==> src/sv/hsf8_pkg.sv <==
// Shared types, widths and constants for the horizontal 8-tap sub-pixel filter.
// No dependencies; every other file of the block imports this package.
package hsf8_pkg;

    // Fixed field widths
    localparam int PIXEL_W    = 12;
    localparam int TAP_W      = 16;
    localparam int TAP_COUNT  = 8;
    localparam int HELD_COUNT = TAP_COUNT - 1;
    localparam int FILL_W     = 3;
    localparam int BD_W       = 4;
    localparam int SAT_W      = 16;
    localparam int CFG_IDX_W  = 2;
    localparam int CFG_DATA_W = 64;

    // Unsigned pixel times signed tap, and the sum of eight plus rounding
    localparam int PROD_W = PIXEL_W + 1 + TAP_W;
    localparam int ACC_W  = PROD_W + 4;

    // Default values of the top-level parameters
    localparam int ROUND_SHIFT_DEF     = 7;
    localparam int MAX_SAMPLE_BITS_DEF = 12;
    localparam int QUEUE_DEPTH_DEF     = 4;

    // Register reset values
    localparam logic [CFG_DATA_W-1:0] TAPS_LO_RST = 64'h0080_0000_0000_0000;
    localparam logic [CFG_DATA_W-1:0] TAPS_HI_RST = 64'h0;
    localparam logic [BD_W-1:0]       BD_RST      = 4'd8;

    // Register indexes
    typedef enum logic [CFG_IDX_W-1:0] {
        CFG_TAPS_LO   = 2'd0,
        CFG_TAPS_HI   = 2'd1,
        CFG_BIT_DEPTH = 2'd2,
        CFG_AVG_EN    = 2'd3
    } t_cfg_idx;

    // Configuration seen by the filter datapath
    typedef struct packed {
        logic [CFG_DATA_W-1:0] taps_lo;
        logic [CFG_DATA_W-1:0] taps_hi;
        logic [BD_W-1:0]       bit_depth;
        logic                  avg_en;
    } t_cfg;

    // One full window plus the destination pixel, oldest sample at index 0
    typedef struct packed {
        logic [TAP_COUNT-1:0][PIXEL_W-1:0] samples;
        logic [PIXEL_W-1:0]                prior;
    } t_win_item;

endpackage

==> src/sv/hsf8_back.sv <==
// Filter datapath: products, sum with rounding, clamp and average, output register.
// The whole pipe advances together when the output is free. Depends on hsf8_pkg.
module hsf8_back
    import hsf8_pkg::*;
#(
    parameter int ROUND_SHIFT     = ROUND_SHIFT_DEF,
    parameter int MAX_SAMPLE_BITS = MAX_SAMPLE_BITS_DEF
) (
    input  logic               i_clk,
    input  logic               i_rst_n,
    input  t_cfg               i_cfg,
    input  logic               i_q_valid,
    input  t_win_item          i_q_item,
    output logic               o_q_pop,
    output logic               o_out_valid,
    input  logic               i_out_stall,
    output logic [PIXEL_W-1:0] o_pixel_out
);

    localparam logic signed [ACC_W-1:0] ROUND_ADD = ACC_W'(1) <<< (ROUND_SHIFT - 1);
    localparam logic [BD_W-1:0]         BD_MAX    = BD_W'(MAX_SAMPLE_BITS);

    logic signed [TAP_W-1:0]  tap    [TAP_COUNT];
    logic signed [PROD_W-1:0] n_prod [TAP_COUNT];
    logic signed [PROD_W-1:0] r_prod [TAP_COUNT];
    logic [PIXEL_W-1:0]       r_s1_prior;
    logic                     r_s1_vld;

    logic signed [ACC_W-1:0]  n_acc;
    logic signed [ACC_W-1:0]  r_acc;
    logic [PIXEL_W-1:0]       r_s2_prior;
    logic                     r_s2_vld;

    logic [ACC_W-1:0]         quot;
    logic [SAT_W-1:0]         sat;
    logic [BD_W-1:0]          bd;
    logic [SAT_W-1:0]         limit;
    logic [SAT_W-1:0]         lim_pix;
    logic [SAT_W:0]           avg_sum;
    logic [PIXEL_W-1:0]       n_pixel;
    logic [PIXEL_W-1:0]       r_pixel;
    logic                     r_out_vld;

    logic                     advance;

    assign advance     = !r_out_vld || !i_out_stall;
    assign o_q_pop     = advance && i_q_valid;
    assign o_out_valid = r_out_vld;
    assign o_pixel_out = r_pixel;

    // Tap fields and products
    always_comb begin
        for (int k = 0; k < TAP_COUNT; k++) begin
            if (k < 4) begin
                tap[k] = i_cfg.taps_lo[16*k +: TAP_W];
            end else begin
                tap[k] = i_cfg.taps_hi[16*(k-4) +: TAP_W];
            end
            n_prod[k] = $signed({1'b0, i_q_item.samples[k]}) * tap[k];
        end
    end

    // Sum of products plus rounding constant
    always_comb begin
        n_acc = ROUND_ADD;
        for (int k = 0; k < TAP_COUNT; k++) begin
            n_acc = n_acc + ACC_W'(r_prod[k]);
        end
    end

    // Shift, saturate, bit-depth limit, optional average
    always_comb begin
        quot    = ACC_W'(r_acc >>> ROUND_SHIFT);
        if (r_acc < 0) begin
            sat = '0;
        end else if (quot > ACC_W'({SAT_W{1'b1}})) begin
            sat = '1;
        end else begin
            sat = quot[SAT_W-1:0];
        end
        bd      = (i_cfg.bit_depth > BD_MAX) ? BD_MAX : i_cfg.bit_depth;
        limit   = SAT_W'(((SAT_W+1)'(1) << bd) - (SAT_W+1)'(1));
        lim_pix = (sat > limit) ? limit : sat;
        avg_sum = (SAT_W+1)'(lim_pix) + (SAT_W+1)'(r_s2_prior) + (SAT_W+1)'(1);
        n_pixel = i_cfg.avg_en ? avg_sum[PIXEL_W:1] : lim_pix[PIXEL_W-1:0];
    end

    // Stage valids
    always_ff @(posedge i_clk) begin
        if (!i_rst_n) begin
            r_s1_vld  <= 1'b0;
            r_s2_vld  <= 1'b0;
            r_out_vld <= 1'b0;
        end else if (advance) begin
            r_s1_vld  <= i_q_valid;
            r_s2_vld  <= r_s1_vld;
            r_out_vld <= r_s2_vld;
        end
    end

    // Stage data
    always_ff @(posedge i_clk) begin
        if (advance) begin
            for (int k = 0; k < TAP_COUNT; k++) begin
                r_prod[k] <= n_prod[k];
            end
            r_s1_prior <= i_q_item.prior;
            r_acc      <= n_acc;
            r_s2_prior <= r_s1_prior;
            r_pixel    <= n_pixel;
        end
    end

endmodule

==> config.mk <==
export PLATFORM = sky130hd
export DESIGN_NAME = hsf8_back
export DESIGN_NICKNAME = d
export VERILOG_FILES = /design/src/sv/hsf8_pkg.sv /design/src/sv/hsf8_back.sv
export SDC_FILE = /design/constraint.sdc
export NUM_CORES = 2
export LEC_CHECK = 0
export ABC_AREA = 0
export BUFFER_PORTS_ARGS = -buffer_cell sky130_fd_sc_hd__buf_4
export CAP_MARGIN = 15
export CORE_ASPECT_RATIO = 1.1
export CORE_MARGIN = 3
export CORE_UTILIZATION = 45
export DETAILED_ROUTE_END_ITERATION = 6
export PLACE_DENSITY_LB_ADDON = 0.15
export SLEW_MARGIN = 20
export SYNTH_ARGS = -nofsm -noshare
export SYNTH_HDL_FRONTEND = slang
export SYNTH_SLANG_ARGS = --single-unit
==> constraint.sdc <==
create_clock -name i_clk -period 22.8 [get_ports i_clk]
set_clock_uncertainty 0.1 [all_clocks]
set_input_delay 3.42 -clock i_clk [delete_from_list [all_inputs] [get_ports i_clk]]
set_output_delay 3.42 -clock i_clk [all_outputs]
set_load 0.01 [all_outputs]
# After elaboration in Yosys (flattened, before gate mapping)
# Memory sizes are Yosys's and may differ from the RTL's.
# Cells that the tools add are included.
classes:
  shift: 1
  reduce_logical: 4
  n_eq_ne: 0
  mul: 8
  order_cmp: 4
  n_addsub: 11
  mux: 7
  div_mod_pow: 0
  n_bitwise: 0
ops:
  columns: ["op", "n"]
  rows:
  - ["multiplier 13 x 16 -> 29 bit", 8]
  - ["adder 33 x 29 -> 33 bit", 4]
  - ["adder 32 x 29 -> 33 bit", 1]
  - ["> comparator 33 x 16 -> 1 bit, second input constant", 1]
  - ["less-than comparator 33 x 1 -> 1 bit, second input constant", 1]
  - ["adder 31 x 29 -> 32 bit", 1]
  - ["2-to-1 mux 16 bit", 2]
  - ["adder 30 x 29 -> 31 bit", 1]
  - ["adder 8 x 29 -> 30 bit, first input constant", 1]
  - ["> comparator 16 bit", 1]
  - ["<< shifter 1 x 4 -> 16 bit, first input constant", 1]
  - ["subtractor 16 x 2 -> 16 bit, second input constant", 1]
  - ["adder 13 x 1 -> 13 bit, second input constant", 1]
  - ["adder 13 x 12 -> 13 bit", 1]
  - ["2-to-1 mux 13 bit", 1]
  - ["2-to-1 mux 12 bit", 1]
  - ["> comparator 4 bit, second input constant", 1]
  - ["2-to-1 mux 4 bit", 1]
  - ["zero test 1 bit", 2]
  - ["2-to-1 mux 1 bit", 2]
  - ["logical AND 1 bit", 1]
  - ["logical OR 1 bit", 1]
totals:
  mem_bits_rw: 232
  ff_bits: 72
  rom_bits: 0
  output_inout_bits: 14
  elab_cells: 43
  latch_bits: 0
  input_bits: 245
  memories: 1
mem_list:
  columns: ["name", "words", "width", "rd", "rd_clocked_by_memory_dff", "write_ports", "line_no", "rtl"]
  rows:
  - ["r_prod", 8, 29, 8, 0, 8, "hsf8_back.sv:25", "logic signed [PROD_W-1:0] r_prod [TAP_COUNT];"]

# Longest topological paths before layout
depth:
  depth_word: 9
  depth_mapped: 28

# Worst setup path before layout
# Ideal clock, no wire load.
synth_path:
  path_kind: "input -> output"
  startpoint: "input i_out_stall"
  endpoint: "output o_q_pop"
  arrival_time_ps: 10316
  slack_ps: 8964
  path_stages: 2
  required_time_ps: 19280
  path_cell_list: "nand2_1 -> and2_1"
synth_via:
  elab_chain_cells: 3
synth_rtl:
  columns: ["element", "line_no", "rtl"]
  rows:
  - ["start: declaration", "hsf8_back.sv:16", "input logic i_out_stall,"]
  - ["zero test 1 bit", "hsf8_back.sv:46", "assign advance = !r_out_vld || !i_out_stall;"]
  - ["logical OR 1 bit", "hsf8_back.sv:46", null]
  - ["logical AND 1 bit", "hsf8_back.sv:47", "assign o_q_pop = advance && i_q_valid;"]
  - ["end: declaration", "hsf8_back.sv:14", "output logic o_q_pop,"]
# No other way between the ends.

# Final worst setup path
layout_path:
  startpoint: "input i_cfg[4] (netlist bit)"
  endpoint: "register r_pixel[11] (netlist: o_pixel_out[11]), data pin"
layout_via:
  elab_chain_cells: 9
layout_rtl:
  columns: ["element", "line_no", "rtl"]
  rows:
  - ["start: declaration", "hsf8_back.sv:11", "input t_cfg i_cfg,"]
  - ["> comparator 4 bit", "hsf8_back.sv:81", "bd = (i_cfg.bit_depth > BD_MAX) ? BD_MAX : i_cfg.bit_depth;"]
  - ["2-to-1 mux 4 bit *", "hsf8_back.sv:81", null]
  - ["<< shifter 1 x 4 -> 16 bit *", "hsf8_back.sv:82", "limit = SAT_W'(((SAT_W+1)'(1) << bd) - (SAT_W+1)'(1));"]
  - ["subtractor 16 x 2 -> 16 bit *", "hsf8_back.sv:82", null]
  - ["> comparator 16 bit", "hsf8_back.sv:83", "lim_pix = (sat > limit) ? limit : sat;"]
  - ["2-to-1 mux 13 bit *", "hsf8_back.sv:83", null]
  - ["adder 13 x 12 -> 13 bit", "hsf8_back.sv:84", "avg_sum = (SAT_W+1)'(lim_pix) + (SAT_W+1)'(r_s2_prior) + (SAT_W+1)'(1);"]
  - ["adder 13 x 1 -> 13 bit", "hsf8_back.sv:84", null]
  - ["2-to-1 mux 12 bit *", "hsf8_back.sv:85", "n_pixel = i_cfg.avg_en ? avg_sum[PIXEL_W:1] : lim_pix[PIXEL_W-1:0];"]
  - ["via n_pixel[11]", "hsf8_back.sv:40", "logic [PIXEL_W-1:0] n_pixel;"]
  - ["end signal: assignment", "hsf8_back.sv:110", "r_pixel <= n_pixel;"]
  - ["end: declaration", "hsf8_back.sv:41", "logic [PIXEL_W-1:0] r_pixel;"]
# The timed path passes the listed nets; every way through them passes the cells marked *.
# A chain may end at the register's enable or synchronous reset.

==> key figures <==
Outcome
  – Outcome: finished, final reports clean

Synth
  – Synth Register Bits: around 300
  – Most used DFF post-synth: edfxtp_1
  – Post-synth EDFFs: 294
  – Syn avg cell area: 9.817 um^2
  – Yosys top cell by area: fa_1
  – Sequential area share after synthesis: 0.1239
  – Area contributors post-synth: fa_1, edfxtp_1, ha_1, inv_1, and2_1
  – Synth top area share: 0.4469
  – Yosys warning count: 0
  – Ys async rst share: 0
  – Post-Synthesis Cells: between 7000 and 8000
  – Yosys cell types: 69
  – Mapped cell area: 71710 um^2

Worst setup path
  – Req. time, crit path: 22.98 ns
  – Crit-path most repeated cell: o21ai_0
  – Worst path max stage delay: around 0.54 ns
  – CP Launch Type: input pin
  – R2R Path Start: r_acc[31]$_DFFE_PN_
  – Worst Setup End Kind: register
  – Slowest CP cell: or4_1
  – CP Class: input pin to register
  – Critical path startpoint: i_cfg[4]
  – CP delay by family, top: compound AO/OA/AOI/OAI gates
  – CP Max Fanout: 24
  – WP buf/inv: 2
  – WP data arrival: approximately 9.1 ns

Placed design
  – DP Wirelength: 148600 um
  – Placer Congestion: 0.8735
  – Cell area after placement: 75430 um^2
  – Buffers added on ports: 258

Min path
  – Worst hold start: r_s1_prior[8]$_DFFE_PN_
  – Hold Path Class: register to register

Detailed routing
  – TritonRoute pass-1 iters: 5
  – Via/cell ratio: roughly 5
  – Routed wire length: between 150000 and 200000 um
  – Highest routed layer: met5
  – Metal3 WL: about 6300 um
  – Drc violations: 0
  – Met2 wire len: around 90000 um
  – M1 wire length: 72370 um
  – Wire per inst: 18.27 um
  – Post-route ant nets: 0
  – Vias post-DR: 47277
  – First DRT Iteration DRCs: between 2000 and 2500

Timing
  – Slew margin rel.: 0.2669
  – Worst-margin pin slew: approximately 1.1 ns
  – WHS: 0.3203 ns
  – Final setup viols: 0
  – Max Freq: roughly 0.11 GHz
  – Final Hold Fails: 0
  – Slew Limit Fails: 0
  – TNS Setup: 0 ns
  – Final period util: 0.3927
  – Post-route minimum period: 8.953 ns
  – RSZ-0062 raised after global routing: false

CTS
  – Cts hold-fix bufs: 0
  – CTS tree: built
  – Sinks on Clock Net: a little under 300
  – Clock root buffer master: clkbuf_16
  – H-tree levels: 2
  – CTS resizes: 0
  – CTS buffer count: 34
  – Clock-pin slew on the worst setup and hold paths: approximately 0.05 ns
  – Clock buffer depth: 3
  – Skew-Pair Late Insertion Delay: 0.56 ns
  – Post-CTS Setup Bufs: 0

Floorplanning
  – Die footprint: ~160000 um^2
  – DIE WIDTH: 386.6 um
  – Core area: 158100 um^2
  – Chip height: 424.7 um
  – Placement row count: roughly 150
  – I/O Pins: 259
  – Initial Utilization: 0.4535

Flow run
  – Max cap viols: 0

Global route
  – Largest net degree at the start of global routing: 83
  – Total GRT Usage: 0.2195
  – First-pass GRT wire length: 284100 um
  – Vias in the first global route: 52372
  – Initial antenna violation count: 4
  – Overflow after GRT: 0

Finish
  – Commonest non-fill, non-tap cell in the layout: inv_1
  – Nets: 9839
  – Layout cell share with drive strength beyond 1: 0.04530
  – Commonest cells after routing, fill and taps aside: inv_1, fa_1, and2_1, nand2_1, ha_1
  – Layout Area Growth over Synthesis: 6.841%
  – Design area: 76620 um^2
sequential cells by signal, indices dropped and copies added (netlist names):
register     count
r_s1_vld         1
r_s2_prior      12
o_pixel_out     12
r_s1_prior      12
o_out_valid      1
r_prod         232
r_acc           26
r_s2_vld         1
final cells by class:
class / instances / area (um^2)
multi-input cells: 4939 / 55070
clock buffers: 43 / 948.4
flip-flops and latches: 297 / 8889
inverters: 1836 / 6892
diodes: 1 / 2.502
repair buffers: 262 / 1967
clock inverters: 18 / 237.7
fillers: 14931 / 81500
well taps: 2092 / 2618
metrics by stage:
step                      setup slack (ns)  utilization  std cells
after floorplan                      8.964            -       7307
after global placement               13.41       0.4770       9426
after detailed placement             13.35       0.4770       9426
after CTS                            13.92       0.4845       9487
after global routing                 13.24       0.4846       9488
final                                13.85       0.4846       9488
logic make-up after synthesis:
kind of cell | after synthesis | synth area share
XOR/XNOR | 254 | 0.03102
other | 1 | 0.00005229
AND/OR/NAND/NOR | 1946 | 0.1352
AO/OA/AOI/OAI | 509 | 0.04528
buffers and inverters | 2071 | 0.1084
flip-flops | 297 | 0.1239
adder cells (fa/ha/maj) | 2224 | 0.5556
multiplexers | 3 | 0.0004885
final timing paths:
| path | endpoint | slack (ns) | depth (start not counted) |
|---|---|---|---|
| hold reg to reg | r_s2_prior[8]$_DFFE_PN_ | 0.32 | 0 |
| hold / removal | r_s2_prior[8]$_DFFE_PN_ | 0.32 | 0 |
| setup reg to reg | o_pixel_out[11]$_DFFE_PN_ | 16.39 | 25 |
| setup / recovery | o_pixel_out[11]$_DFFE_PN_ | 13.85 | 28 |
synth_stat cells, drive strengths merged, types with 46 or more instances:
cell type  count
a21o          75
a21oi        183
and2         818
clkbuf       233
edfxtp       294
fa          1601
ha           623
inv         1835
nand2        814
nor2         141
nor3          46
o21ai         84
xnor2        195
xor2          59
metal layers:
metal | vias to the layer above | global-route usage
met5 | - | 0
li1 | 21757 | -
met4 | 2 | 0.05609
met3 | 203 | 0.02240
met2 | 843 | 0.3982
met1 | 24472 | 0.2809
Power is left out: the tool's default activity adds up to more than one toggle a clock period on the data nets, which glitch-free logic cannot reach.
