$ cat config.mk
export PLATFORM = sky130hd
export DESIGN_NAME = hsf8_front
export DESIGN_NICKNAME = d
export VERILOG_FILES = /design/src/sv/hsf8_pkg.sv /design/src/sv/hsf8_front.sv
export SDC_FILE = /design/constraint.sdc
export NUM_CORES = 1
export LEC_CHECK = 0
export BUFFER_PORTS_ARGS = -buffer_cell sky130_fd_sc_hd__buf_4
export CORE_UTILIZATION = 45
export CTS_CLUSTER_DIAMETER = 80
export DETAILED_ROUTE_END_ITERATION = 8
export PLACE_DENSITY = 0.78
export SYNTH_ARGS = -nofsm -noshare
export SYNTH_HDL_FRONTEND = slang
export SYNTH_SLANG_ARGS = --single-unit
$ cat constraint.sdc
create_clock -name i_clk -period 1.5 [get_ports i_clk]
set_input_delay 0.3 -clock i_clk [delete_from_list [all_inputs] [get_ports i_clk]]
set_output_delay 0.3 -clock i_clk [all_outputs]
set_load 0.05 [all_outputs]
$ cat src/sv/hsf8_pkg.sv
// Shared types, widths and constants for the horizontal 8-tap sub-pixel filter.
// No dependencies; every other file of the block imports this package.
package hsf8_pkg;

    // Fixed field widths
    localparam int PIXEL_W    = 12;
    localparam int TAP_W      = 16;
    localparam int TAP_COUNT  = 8;
    localparam int HELD_COUNT = TAP_COUNT - 1;
    localparam int FILL_W     = 3;
    localparam int BD_W       = 4;
    localparam int SAT_W      = 16;
    localparam int CFG_IDX_W  = 2;
    localparam int CFG_DATA_W = 64;

    // Unsigned pixel times signed tap, and the sum of eight plus rounding
    localparam int PROD_W = PIXEL_W + 1 + TAP_W;
    localparam int ACC_W  = PROD_W + 4;

    // Default values of the top-level parameters
    localparam int ROUND_SHIFT_DEF     = 7;
    localparam int MAX_SAMPLE_BITS_DEF = 12;
    localparam int QUEUE_DEPTH_DEF     = 4;

    // Register reset values
    localparam logic [CFG_DATA_W-1:0] TAPS_LO_RST = 64'h0080_0000_0000_0000;
    localparam logic [CFG_DATA_W-1:0] TAPS_HI_RST = 64'h0;
    localparam logic [BD_W-1:0]       BD_RST      = 4'd8;

    // Register indexes
    typedef enum logic [CFG_IDX_W-1:0] {
        CFG_TAPS_LO   = 2'd0,
        CFG_TAPS_HI   = 2'd1,
        CFG_BIT_DEPTH = 2'd2,
        CFG_AVG_EN    = 2'd3
    } t_cfg_idx;

    // Configuration seen by the filter datapath
    typedef struct packed {
        logic [CFG_DATA_W-1:0] taps_lo;
        logic [CFG_DATA_W-1:0] taps_hi;
        logic [BD_W-1:0]       bit_depth;
        logic                  avg_en;
    } t_cfg;

    // One full window plus the destination pixel, oldest sample at index 0
    typedef struct packed {
        logic [TAP_COUNT-1:0][PIXEL_W-1:0] samples;
        logic [PIXEL_W-1:0]                prior;
    } t_win_item;

endpackage

$ cat src/sv/hsf8_front.sv
// Front end: takes input items, runs the seven-sample delay line and fill count,
// and forwards complete windows. Depends on hsf8_pkg.
module hsf8_front
    import hsf8_pkg::*;
(
    input  logic               i_clk,
    input  logic               i_rst_n,
    input  logic               i_accept,
    input  logic [PIXEL_W-1:0] i_sample_in,
    input  logic [PIXEL_W-1:0] i_prior_pixel,
    input  logic               i_row_start,
    output logic               o_push,
    output t_win_item          o_item
);

    logic [HELD_COUNT-1:0][PIXEL_W-1:0] r_win;
    logic [FILL_W-1:0]                  r_fill;
    logic [FILL_W-1:0]                  fill_eff;
    logic                               full_win;

    // A row start restarts the fill before the sample is counted
    assign fill_eff = i_row_start ? '0 : r_fill;
    assign full_win = (fill_eff == FILL_W'(HELD_COUNT));
    assign o_push   = i_accept && full_win;

    // Window: held samples oldest first, newest from the port
    always_comb begin
        for (int k = 0; k < HELD_COUNT; k++) begin
            o_item.samples[k] = r_win[k];
        end
        o_item.samples[TAP_COUNT-1] = i_sample_in;
        o_item.prior                = i_prior_pixel;
    end

    // Fill count
    always_ff @(posedge i_clk) begin
        if (!i_rst_n) begin
            r_fill <= '0;
        end else if (i_accept) begin
            r_fill <= full_win ? fill_eff : fill_eff + FILL_W'(1);
        end
    end

    // Delay line, shifts on every accepted item
    always_ff @(posedge i_clk) begin
        if (i_accept) begin
            for (int k = 0; k < HELD_COUNT - 1; k++) begin
                r_win[k] <= r_win[k+1];
            end
            r_win[HELD_COUNT-1] <= i_sample_in;
        end
    end

endmodule

======== Yosys cells after proc, flatten, opt, wreduce, memory -nomap -nowiden ========
Cells that the tools add are included.
storage, ports and cells
  register bits after elaboration ......... 87
  input port bits ......................... 28
  output and inout bits ................... 109
operators by class
  $add $sub $neg .......................... 1
  equality and inequality tests ........... 1
  mux-type cells .......................... 2
  reductions and logical operators ........ 1
operator list
  kind                   number
  $mux W3                2
  $add A3 B1 Y3 const B  1
  $eq A3 B3 Y1 const B   1
  $logic_and A1 B1 Y1    1

======== Depth between registers and ports, before layout ========
Gate-level depths: netlist (run 1).
  word-level depth ........................ 3
  mapped depth ............................ 5

======== Least setup slack after synthesis (run 1) ========
No wires, ideal clock.
  kind .................................... input -> output
  from .................................... input port i_row_start
  to ...................................... output port o_push
  arrival time ............................ 1.233 ns
  data required time ...................... 1.200 ns
  setup slack ............................. -0.033 ns
  cell stages on the path ................. 3
  buffers on the path ..................... 0
  cells stage by stage .................... and2b_1 ha_1 and4b_1
on the way
  word-level cells in the longest chain between the ends .. 3
ends and longest elaborated chain
  what                 RTL line          text
  from (decl)          hsf8_front.sv:11  input logic i_row_start,
  $mux W3              hsf8_front.sv:22  assign fill_eff = i_row_start ? '0 : r_fill;
  $eq A3 B3 Y1         hsf8_front.sv:23  assign full_win = (fill_eff == FILL_W'(HELD_COUNT));
  $logic_and A1 B1 Y1  hsf8_front.sv:24  assign o_push = i_accept && full_win;
  to (decl)            hsf8_front.sv:12  output logic o_push,
Every way passes these cells.

======== Final worst setup path (run 1) ========
  from .................................... register r_fill[0]
  to ...................................... output port o_push
on the way
  word-level cells in the longest chain between the ends .. 3
ends and longest elaborated chain
  what                    RTL line          text
  from (decl)             hsf8_front.sv:17  logic [FILL_W-1:0] r_fill;
  from (signal assigned)  hsf8_front.sv:40  r_fill <= full_win ? fill_eff : fill_eff + FILL_W'(1);
  $mux W3                 hsf8_front.sv:22
  $eq A3 B3 Y1            hsf8_front.sv:23
  $logic_and A1 B1 Y1     hsf8_front.sv:24
Every way passes these cells.

==> results of run 1 <==
-- stage by stage --
stage                     utilization  worst slack, ns  power [W]  cell area [sq um]  setup TNS [ns]
after detailed placement        0.611         -0.00949    0.00387               3700        -0.00949
after CTS                       0.652           -0.190    0.00557               3950          -0.190
final                           0.656           -0.205    0.00550               3980          -0.205
after global routing            0.656           -0.258    0.00572               3980          -0.258
after floorplan                     -           0.0717    0.00363               2880               0
after global placement          0.611           0.0425    0.00385               3700               0
-- worst paths after layout --
check                           depth (start not counted)           start          to
worst max-delay path                                    4       r_fill[0]      o_push
worst min-delay path                                    1  i_sample_in[4]  o_item[88]
worst max register to register                          7       r_fill[0]   r_fill[0]
worst min register to register                          0      o_item[92]  o_item[80]
-- report_power, final --
part	leakage (nW)	internal, W	switching, W
clock	0.104	0.000933	0.000752
combinational	0.685	0.000244	0.000670
sequential	0.847	0.00284	0.0000691
-- placed cells by master (no fill, tap or decap) --
cell	instances
clkinv_4	1
and4b_2	1
clkinvlp_4	1
bufinv_16	2
clkbuf_1	1
a21oi_2	1
buf_4	121
clkinv_2	1
a21oi_1	1
clkinv_1	1
inv_1	1
buf_8	1
buf_12	1
nand2_1	2
nand3b_4	1
dfxtp_2	2
clkbuf_8	9
and2b_2	1
a41o_1	1
a22oi_1	1
a311oi_2	1
edfxtp_1	84
nor2_1	1
dfxtp_1	1
ha_4	1
nor2b_4	1
-- timing repair --
action / CTS / global route
gates resized for setup: 5 / 4
buffers inserted: 3 / 1
pin swaps: 1 / 1
setup endpoints to repair: 1 / 1
-- state kept, by name (all words and copies together) (netlist names) --
signal,cells
r_fill,3
o_item,84
-- critical path, delay by kind of cell (launching register included) --
| kind | cells | cell delay, ns |
|---|---|---|
| and+or+nand+nor | 2 | 0.44 |
| buffers and inverters | 1 | 0.15 |
| adders and majority gates | 1 | 0.16 |
| DFF | 1 | 0.32 |
-- per-layer routing --
metal  GRT usage  wire length, um  up-vias
li1            -                -      679
met5           0                0        -
met4      0.0579               61        0
met3       0.100              620        6
met2       0.240             2370      103
met1       0.150             1780      728
-- kinds of logic after synthesis --
logic type | share of synthesized area
AOI/OAI and AO/OA | 0.0161
adders and majority gates | 0.00434
buffers and inverters | 0.0639
DFF | 0.897
and+or+nand+nor | 0.0191
-- cell type report --
type	count	share of cell area
tap	75	0.0236
clock inverter	6	0.0214
timing repair buffer	123	0.237
inverter	1	0.000944
clock buffer	10	0.0321
multi-input combinational	13	0.0343
sequential	87	0.650
==> impl_metrics.json, run 1 <==
{
  "status": "finished, violations left",
  "failed_checks": "setup timing",
  "dr.first_iter.drc_count": 67,
  "setup_viol": 1,
  "dieArea_sq_um": 6720,
  "avgRoutedWirePerCell_um": 15.4,
  "ant_nets": 0,
  "initial_core_util": 0.475,
  "critPathCaptureType": "output port",
  "overflow": 0,
  "syn2layout_area_growth_pct": 38.0,
  "cp_slowest_cell": "dfxtp_2",
  "ir_worst_vdd_mv": 0.938,
  "synth_warnings": 0,
  "grt_pass1_wl_um": 6890,
  "tightest_slew_ns": 0.240,
  "rows": 28,
  "drive_gt1_frac": 0.608,
  "synth_edf_count": 84,
  "hold_viol": 0,
  "ctsLongestPathBuffers": 2,
  "grt_pass1_vias": 1464,
  "fp.dieH_um": 82.0,
  "syn_nets": 154,
  "cts_tree": "yes",
  "p_leak_nw": 1.64,
  "min_period_over_period": 1.14,
  "core_region_area_sq_um": 6060,
  "synth-seq-cells": 87,
  "synth.avg_cell_area_sq_um": 23.0,
  "yosys.area.top_type": "edfxtp_1",
  "seq_area_sq_um": 2580,
  "final_max_slew_viol_count": 0,
  "nFillCells": 415,
  "stdcell_count": 315,
  "reg2reg_setup_slack_ns": 0.07,
  "cts_root_buffer": "clkbuf_8",
  "clock_latency_ns": 0.33,
  "nNetsFinal": 264,
  "via_per_inst": 4.81,
  "min_period_ns": 1.70,
  "drt-total-wl_um": 4840,
  "async_flop_share": 0,
  "hold_class": "input pin to register",
  "slew_headroom": 0.840,
  "grt_antenna_before_repair": 0,
  "htreeDepth": 3,
  "holdWs_ns": 0.143,
  "gp_congestion": 0.675,
  "synth_common_cells": "edfxtp_1 (84), buf_4 (24), dfxtp_1 (3)",
  "pin_count": 137,
  "globalRouteTotalUtil": 0.148,
  "yosysMostFrequentCell": "edfxtp_1",
  "yosysSeqAreaShare": 0.897,
  "multi_input_area_sq_um": 136,
  "skew_ns": 0.00561,
  "synth_top_area_frac": 0.876,
  "die_w_um": 82.0,
  "dr_total_vias": 1516,
  "setup_slack_ns": -0.205,
  "critical-path-max-stage-delay_ns": 0.32,
  "diodes": 0,
  "netlist_instances": 125,
  "drc": 0,
  "dp_cells": 295,
  "cap_violations": 0,
  "cp_cell_sequence": "and2b_2 -> ha_4 -> and4b_2 -> buf_8",
  "cp-start-kind": "register",
  "synth_area_sq_um": 2880,
  "ys_top_cells_by_area": "edfxtp_1 (88%), buf_4 (6.3%), dfxtp_1 (2.1%)",
  "cellPowerDensity_nw_per_um2": 1380,
  "grt_max_degree": 40,
  "synth_flop_cell": "edfxtp_1",
  "rsz0062_at_grt": "true",
  "worstSetupPathType": "register to output port",
  "cp_data_required_time_ns": 1.20,
  "firstDrtPassIters": 4,
  "critPathMaxFanout": 2,
  "cts.sinks": 87,
  "max_clock_freq_mhz": 587,
  "cts_hold_buffers": 0,
  "cts_buffers": 9,
  "io_buffers": 112,
  "yosysUniqueCellTypes": 16,
  "dp_hpwl_um": 3300,
  "clk_pin_slew_ns": 0.08,
  "cp.arrival_ns": 1.40
}
(Power assumes the default switching activity.)
==> run 2, diff against run 1 <==
GPL_TIMING_DRIVEN = 0   (was not set)
==> run 2 against run 1 <==
  * The run still ends with setup timing left
  * Register-to-register slack gained 0.10 ns
  * First-iteration DRC count shrank 3.0%
  * Die area is the same
  * Clock power is essentially flat
  * Cell area grew 4.9%
  * Non-clock buffer count grew 28
  * Count of clock-buffer cells in the layout grew 1
  * Largest power group unchanged
  * Hold slack is essentially flat
  * Total power grew 1.9%
  * Setup slack gained 0.015 ns
  * Flip-flop and latch count is the same
==> impl_metrics.json, run 2 (synthesis gave the netlist of run 1 again) <==
{
  "drt-total-wl_um": 5170,
  "avgRoutedWirePerCell_um": 15.1,
  "globalRouteTotalUtil": 0.156,
  "cts_root_buffer": "clkbuf_8",
  "placed_area_sq_um": 3910,
  "min_period_ns": 1.69,
  "io_buffers": 124,
  "final_max_slew_viol_count": 0,
  "overflow": 0,
  "pin_count": 137,
  "diodes": 0,
  "grt_pass1_wl_um": 7390,
  "initial_core_util": 0.475,
  "slew_headroom": 0.574,
  "htreeDepth": 3,
  "nNetsFinal": 292,
  "setup_viol": 1,
  "dp_hpwl_um": 3580,
  "cp_data_required_time_ns": 1.20,
  "die_w_um": 82.0,
  "critical-path-max-stage-delay_ns": 0.33,
  "gp_congestion": 0.680,
  "use_met3": 0.0689,
  "cp-start-kind": "register",
  "grt_antenna_before_repair": 0,
  "failed_checks": "setup timing",
  "p_leak_nw": 1.76,
  "cp.arrival_ns": 1.39,
  "p_total_w": 0.00561,
  "busiest_layer": "met2",
  "clock_latency_ns": 0.34,
  "hold_viol": 0,
  "cp_cell_sequence": "and2b_2 -> ha_4 -> and4b_2 -> buf_8",
  "core_region_area_sq_um": 6060,
  "multi_input_area_sq_um": 136,
  "mostFrequentLayoutCell": "buf_4",
  "cts_tree": "yes",
  "cellPowerDensity_nw_per_um2": 1340,
  "met2_usage": 0.250,
  "max_clock_freq_mhz": 592,
  "syn2layout_area_growth_pct": 44.8,
  "rows": 28,
  "ctsLongestPathBuffers": 2,
  "firstDrtPassIters": 4,
  "grt_max_degree": 92,
  "ir_worst_vdd_mv": 0.786,
  "drive_gt1_frac": 0.644,
  "via_per_inst": 4.56,
  "min_period_over_period": 1.13,
  "rsz0062_at_grt": "true",
  "setup_slack_ns": -0.190,
  "cp_slowest_cell": "dfxtp_2",
  "drc": 0,
  "skew_ns": 0.00806,
  "cts_buffers": 9,
  "gr-usage-met1": 0.169,
  "dr_total_vias": 1561,
  "largest_register_ffs": 84,
  "dr.first_iter.drc_count": 65,
  "clk_pin_slew_ns": 0.08,
  "worstSetupPathType": "register to output port",
  "seq_area_sq_um": 2580,
  "crit_buf_inv": 1,
  "ant_nets": 0,
  "grt_pass1_vias": 1603,
  "layout_common_cells": "buf_4 (149), edfxtp_1 (84), clkbuf_8 (9)",
  "cap_violations": 0,
  "status": "finished, violations left",
  "hold_class": "input pin to register",
  "cts.sinks": 87,
  "critPathCaptureType": "output port",
  "dieArea_sq_um": 6720,
  "nFillCells": 419,
  "tightest_slew_ns": 0.639,
  "worst_path_dominant_cell_family": "simple AND/OR/NAND/NOR gates",
  "critPathMaxFanout": 2,
  "final_area_sq_um": 4170,
  "fp.dieH_um": 82.0
}
==> run 2: cell types whose count changed in the layout (fill, tap and decap cells not counted) <==
| cell | before | now |
|---|---|---|
| clkbuf_1 | 1 | 2 |
| clkinv_4 | 1 | 0 |
| buf_8 | 1 | 2 |
| buf_4 | 121 | 149 |
| buf_12 | 1 | 0 |
| clkinv_2 | 1 | 0 |
==> run 2: what timing repair did <==
item	4_1_cts	5_1_grt
hold buffers	0	0
setup endpoints to repair	1	1
gates resized for setup	9	2
setup buffers	2	1
==> run 2: final cells by class <==
type                       instances  area share
clock inverter                     4      0.0171
tap                               75      0.0225
sequential                        87       0.620
timing repair buffer             127       0.232
clock buffer                      11      0.0315
multi-input combinational         13      0.0327
inverter                           1    0.000900
buffer                            24      0.0432
==> run 2: per-layer routing <==
metal,vias to the layer above,part of all wire
li1,731,-
met1,729,0.36
met2,90,0.52
met3,11,0.10
met4,0,0.024
met5,-,0
==> run 2: path summary, 6_finish.rpt <==
check                               startpoint    endpoint  slack (ns)  cells past startpoint
worst max register to register       r_fill[0]   r_fill[0]        0.17                      6
worst min-delay path            i_sample_in[4]  o_item[88]        0.14                      1
worst min register to register      o_item[40]  o_item[28]        0.45                      0
worst max-delay path                 r_fill[0]      o_push       -0.19                      4
==> run 2: stage by stage <==
step	hold slack, ns	setup slack (ns)	setup TNS (ns)	utilization	std cells
detailed placement	0.435	-0.496	-4.44	0.645	324
finish	0.143	-0.190	-0.190	0.688	342
CTS	0.124	-0.210	-0.210	0.686	341
floorplan	0.399	0.0717	0	-	125
global placement	0.431	-0.469	-2.66	0.645	324
global route	0.126	-0.225	-0.225	0.688	342
==> run 2: where the power goes <==
part,switching (W),internal (W)
sequential,0.0000664,0.00284
clock,0.000745,0.000925
combinational,0.000745,0.000289
total,0.00156,0.00405
==> run 3, diff against run 2 <==
ABC_AREA = 1   (was not set)
==> run 3 against run 2 <==
  * Highest routed layer unchanged
  * Total power increased by 4.0%
  * The run still ends with setup timing left
  * Die area decreased by 0.43%
  * Synthesized cell count up 6.4%
  * Sequential power hardly changed
==> impl_metrics.json, run 3 <==
{
  "diodes": 0,
  "async_flop_share": 0,
  "initial_core_util": 0.476,
  "grt_max_degree": 90,
  "rsz0062_at_grt": "true",
  "largest_register_ffs": 84,
  "yosysMostFrequentCell": "edfxtp_1",
  "htreeDepth": 3,
  "dr_total_vias": 1610,
  "syn2layout_area_growth_pct": 47.7,
  "nFillCells": 399,
  "ys_top_cells_by_area": "edfxtp_1 (88%), buf_4 (6.3%), dfxtp_1 (2.1%)",
  "min_period_over_period": 1.08,
  "met2_usage": 0.263,
  "critPathMaxFanout": 2,
  "drive_gt1_frac": 0.634,
  "p_total_w": 0.00583,
  "drc": 0,
  "switchingPower_w": 0.00161,
  "synth_flop_cell": "edfxtp_1",
  "drt-total-wl_um": 5260,
  "status": "finished, violations left",
  "clock_latency_ns": 0.34,
  "synth-seq-cells": 87,
  "cp_data_required_time_ns": 1.20,
  "power.internal_w": 0.00423,
  "grt_pass1_vias": 1576,
  "multi_input_area_sq_um": 133,
  "failed_checks": "setup timing",
  "final_max_slew_viol_count": 0,
  "hold_class": "input pin to register",
  "yosysUniqueCellTypes": 13,
  "netlist_instances": 133,
  "clkPwrFrac": 0.321,
  "swShare": 0.275,
  "cts_tree": "yes",
  "placed_area_sq_um": 3890,
  "ctsLongestPathBuffers": 2,
  "setup_viol": 1,
  "busiest_layer": "met2",
  "synth_common_cells": "edfxtp_1 (84), buf_4 (24), nor2_1 (7)",
  "final_area_sq_um": 4240,
  "pin_count": 137,
  "layout_common_cells": "buf_4 (152), edfxtp_1 (84), clkbuf_8 (9)",
  "firstDrtPassIters": 4,
  "max_clock_freq_mhz": 618,
  "cap_violations": 0,
  "cp-start-kind": "register",
  "core_region_area_sq_um": 6030,
  "cts.sinks": 87,
  "synth_edf_count": 84,
  "hold_viol": 0,
  "io_buffers": 124,
  "cts_root_buffer": "clkbuf_8",
  "cts_buffers": 9,
  "overflow": 0,
  "critPathLaunch": "r_fill[0]",
  "tightest_slew_ns": 0.463,
  "worstSetupPathType": "register to output port",
  "synth_warnings": 0,
  "cellPowerDensity_nw_per_um2": 1380,
  "ir_worst_vdd_mv": 0.846,
  "gp_congestion": 0.732,
  "comb_power_share": 0.180,
  "yosysSeqAreaShare": 0.901,
  "seq_area_sq_um": 2580,
  "synth.avg_cell_area_sq_um": 21.6,
  "globalRouteTotalUtil": 0.158,
  "p_leak_nw": 1.77,
  "rows": 28,
  "via_per_inst": 4.55,
  "die_w_um": 81.8,
  "fp.dieH_um": 81.8,
  "skew_ns": 0.00987,
  "setup_slack_ns": -0.118,
  "nNetsFinal": 303,
  "hold_path.startpoint": "i_sample_in[10]",
  "clk_pin_slew_ns": 0.09,
  "grt_antenna_before_repair": 0,
  "synth_top_area_frac": 0.880,
  "synth_area_sq_um": 2870,
  "gr-usage-met1": 0.157,
  "power_frac_seq": 0.499,
  "finish.utilization": 0.703,
  "ant_nets": 0,
  "dr.first_iter.drc_count": 58,
  "critPathCaptureType": "output port",
  "slew_headroom": 0.691,
  "use_met3": 0.0733,
  "avgRoutedWirePerCell_um": 14.9,
  "min_period_ns": 1.62,
  "grt_pass1_wl_um": 7330,
  "yosys.area.top_type": "edfxtp_1",
  "cp.arrival_ns": 1.32,
  "mostFrequentLayoutCell": "buf_4",
  "dieArea_sq_um": 6700,
  "syn_nets": 162,
  "regToRegStartpoint": "r_fill[0]",
  "dp_hpwl_um": 3630
}
## run 3: critical path, stage by stage (launching register included)
cell     delay (ns)
dfxtp_2        0.35
inv_2          0.05
nor2_4         0.10
ha_4           0.16
nand3_4        0.07
nor2_4         0.10
buf_8          0.15
## run 3: per-layer routing
| metal | wire length, um | up-vias |
|---|---|---|
| met1 | 1830 | 754 |
| met3 | 594 | 13 |
| li1 | - | 751 |
| met4 | 127 | 0 |
| met5 | 0 | - |
| met2 | 2710 | 92 |
## run 3: per-stage QoR
stage          hold WS, ns  setup TNS, ns  setup WS, ns  instances
3_5_place_dp         0.435          -2.88        -0.455        332
2_1_floorplan        0.399              0        0.0166        133
4_1_cts              0.117         -0.181        -0.181        354
3_3_place_gp         0.432          -1.83        -0.427        332
5_1_grt              0.117         -0.168        -0.168        354
6_report             0.137         -0.118        -0.118        354
## run 3: worst paths after layout
| kind | to | slack, ns | depth (start not counted) |
|---|---|---|---|
| worst max register to register | r_fill[0] | 0.20 | 10 |
| worst max-delay path | o_push | -0.12 | 6 |
| worst min-delay path | o_item[94] | 0.14 | 1 |
| worst min register to register | o_item[65] | 0.45 | 0 |
## run 3: area by class of cell
class                   instances  share of cell area
plain buffers                  24              0.0425
clock buffers                   9              0.0292
clock inverters                 7              0.0263
inverters                       4             0.00354
multi-input cells              18              0.0313
flip-flops and latches         87               0.610
well taps                      75              0.0222
repair buffers                130               0.235
## run 3: cells by family (layout without fill, tap and decap cells)
logic type	after synthesis	after routing	share of synthesized area
AO/OA/AOI/OAI	3	3	0.00523
adder cells (fa/ha/maj)	1	1	0.00436
buffers and inverters	28	174	0.0681
flip-flops	87	87	0.901
AND/OR/NAND/NOR	14	14	0.0218
## run 3: timing repair
item                                    CTS  global route
hold buffers                              0             0
endpoints found under the setup margin    1             1
gates resized for setup                  13             2
pin swaps                                 4             3
buffers inserted                          6             0
## run 3: power groups by stage
stage | Combinational (W) | Clock, W | Sequential (W)
floorplan | 0.000189 | 0 | 0.00344
CTS | 0.00105 | 0.00191 | 0.00291
global route | 0.00109 | 0.00202 | 0.00293
finish | 0.00105 | 0.00187 | 0.00291
global placement | 0.00102 | 0 | 0.00295
detailed placement | 0.00103 | 0 | 0.00297
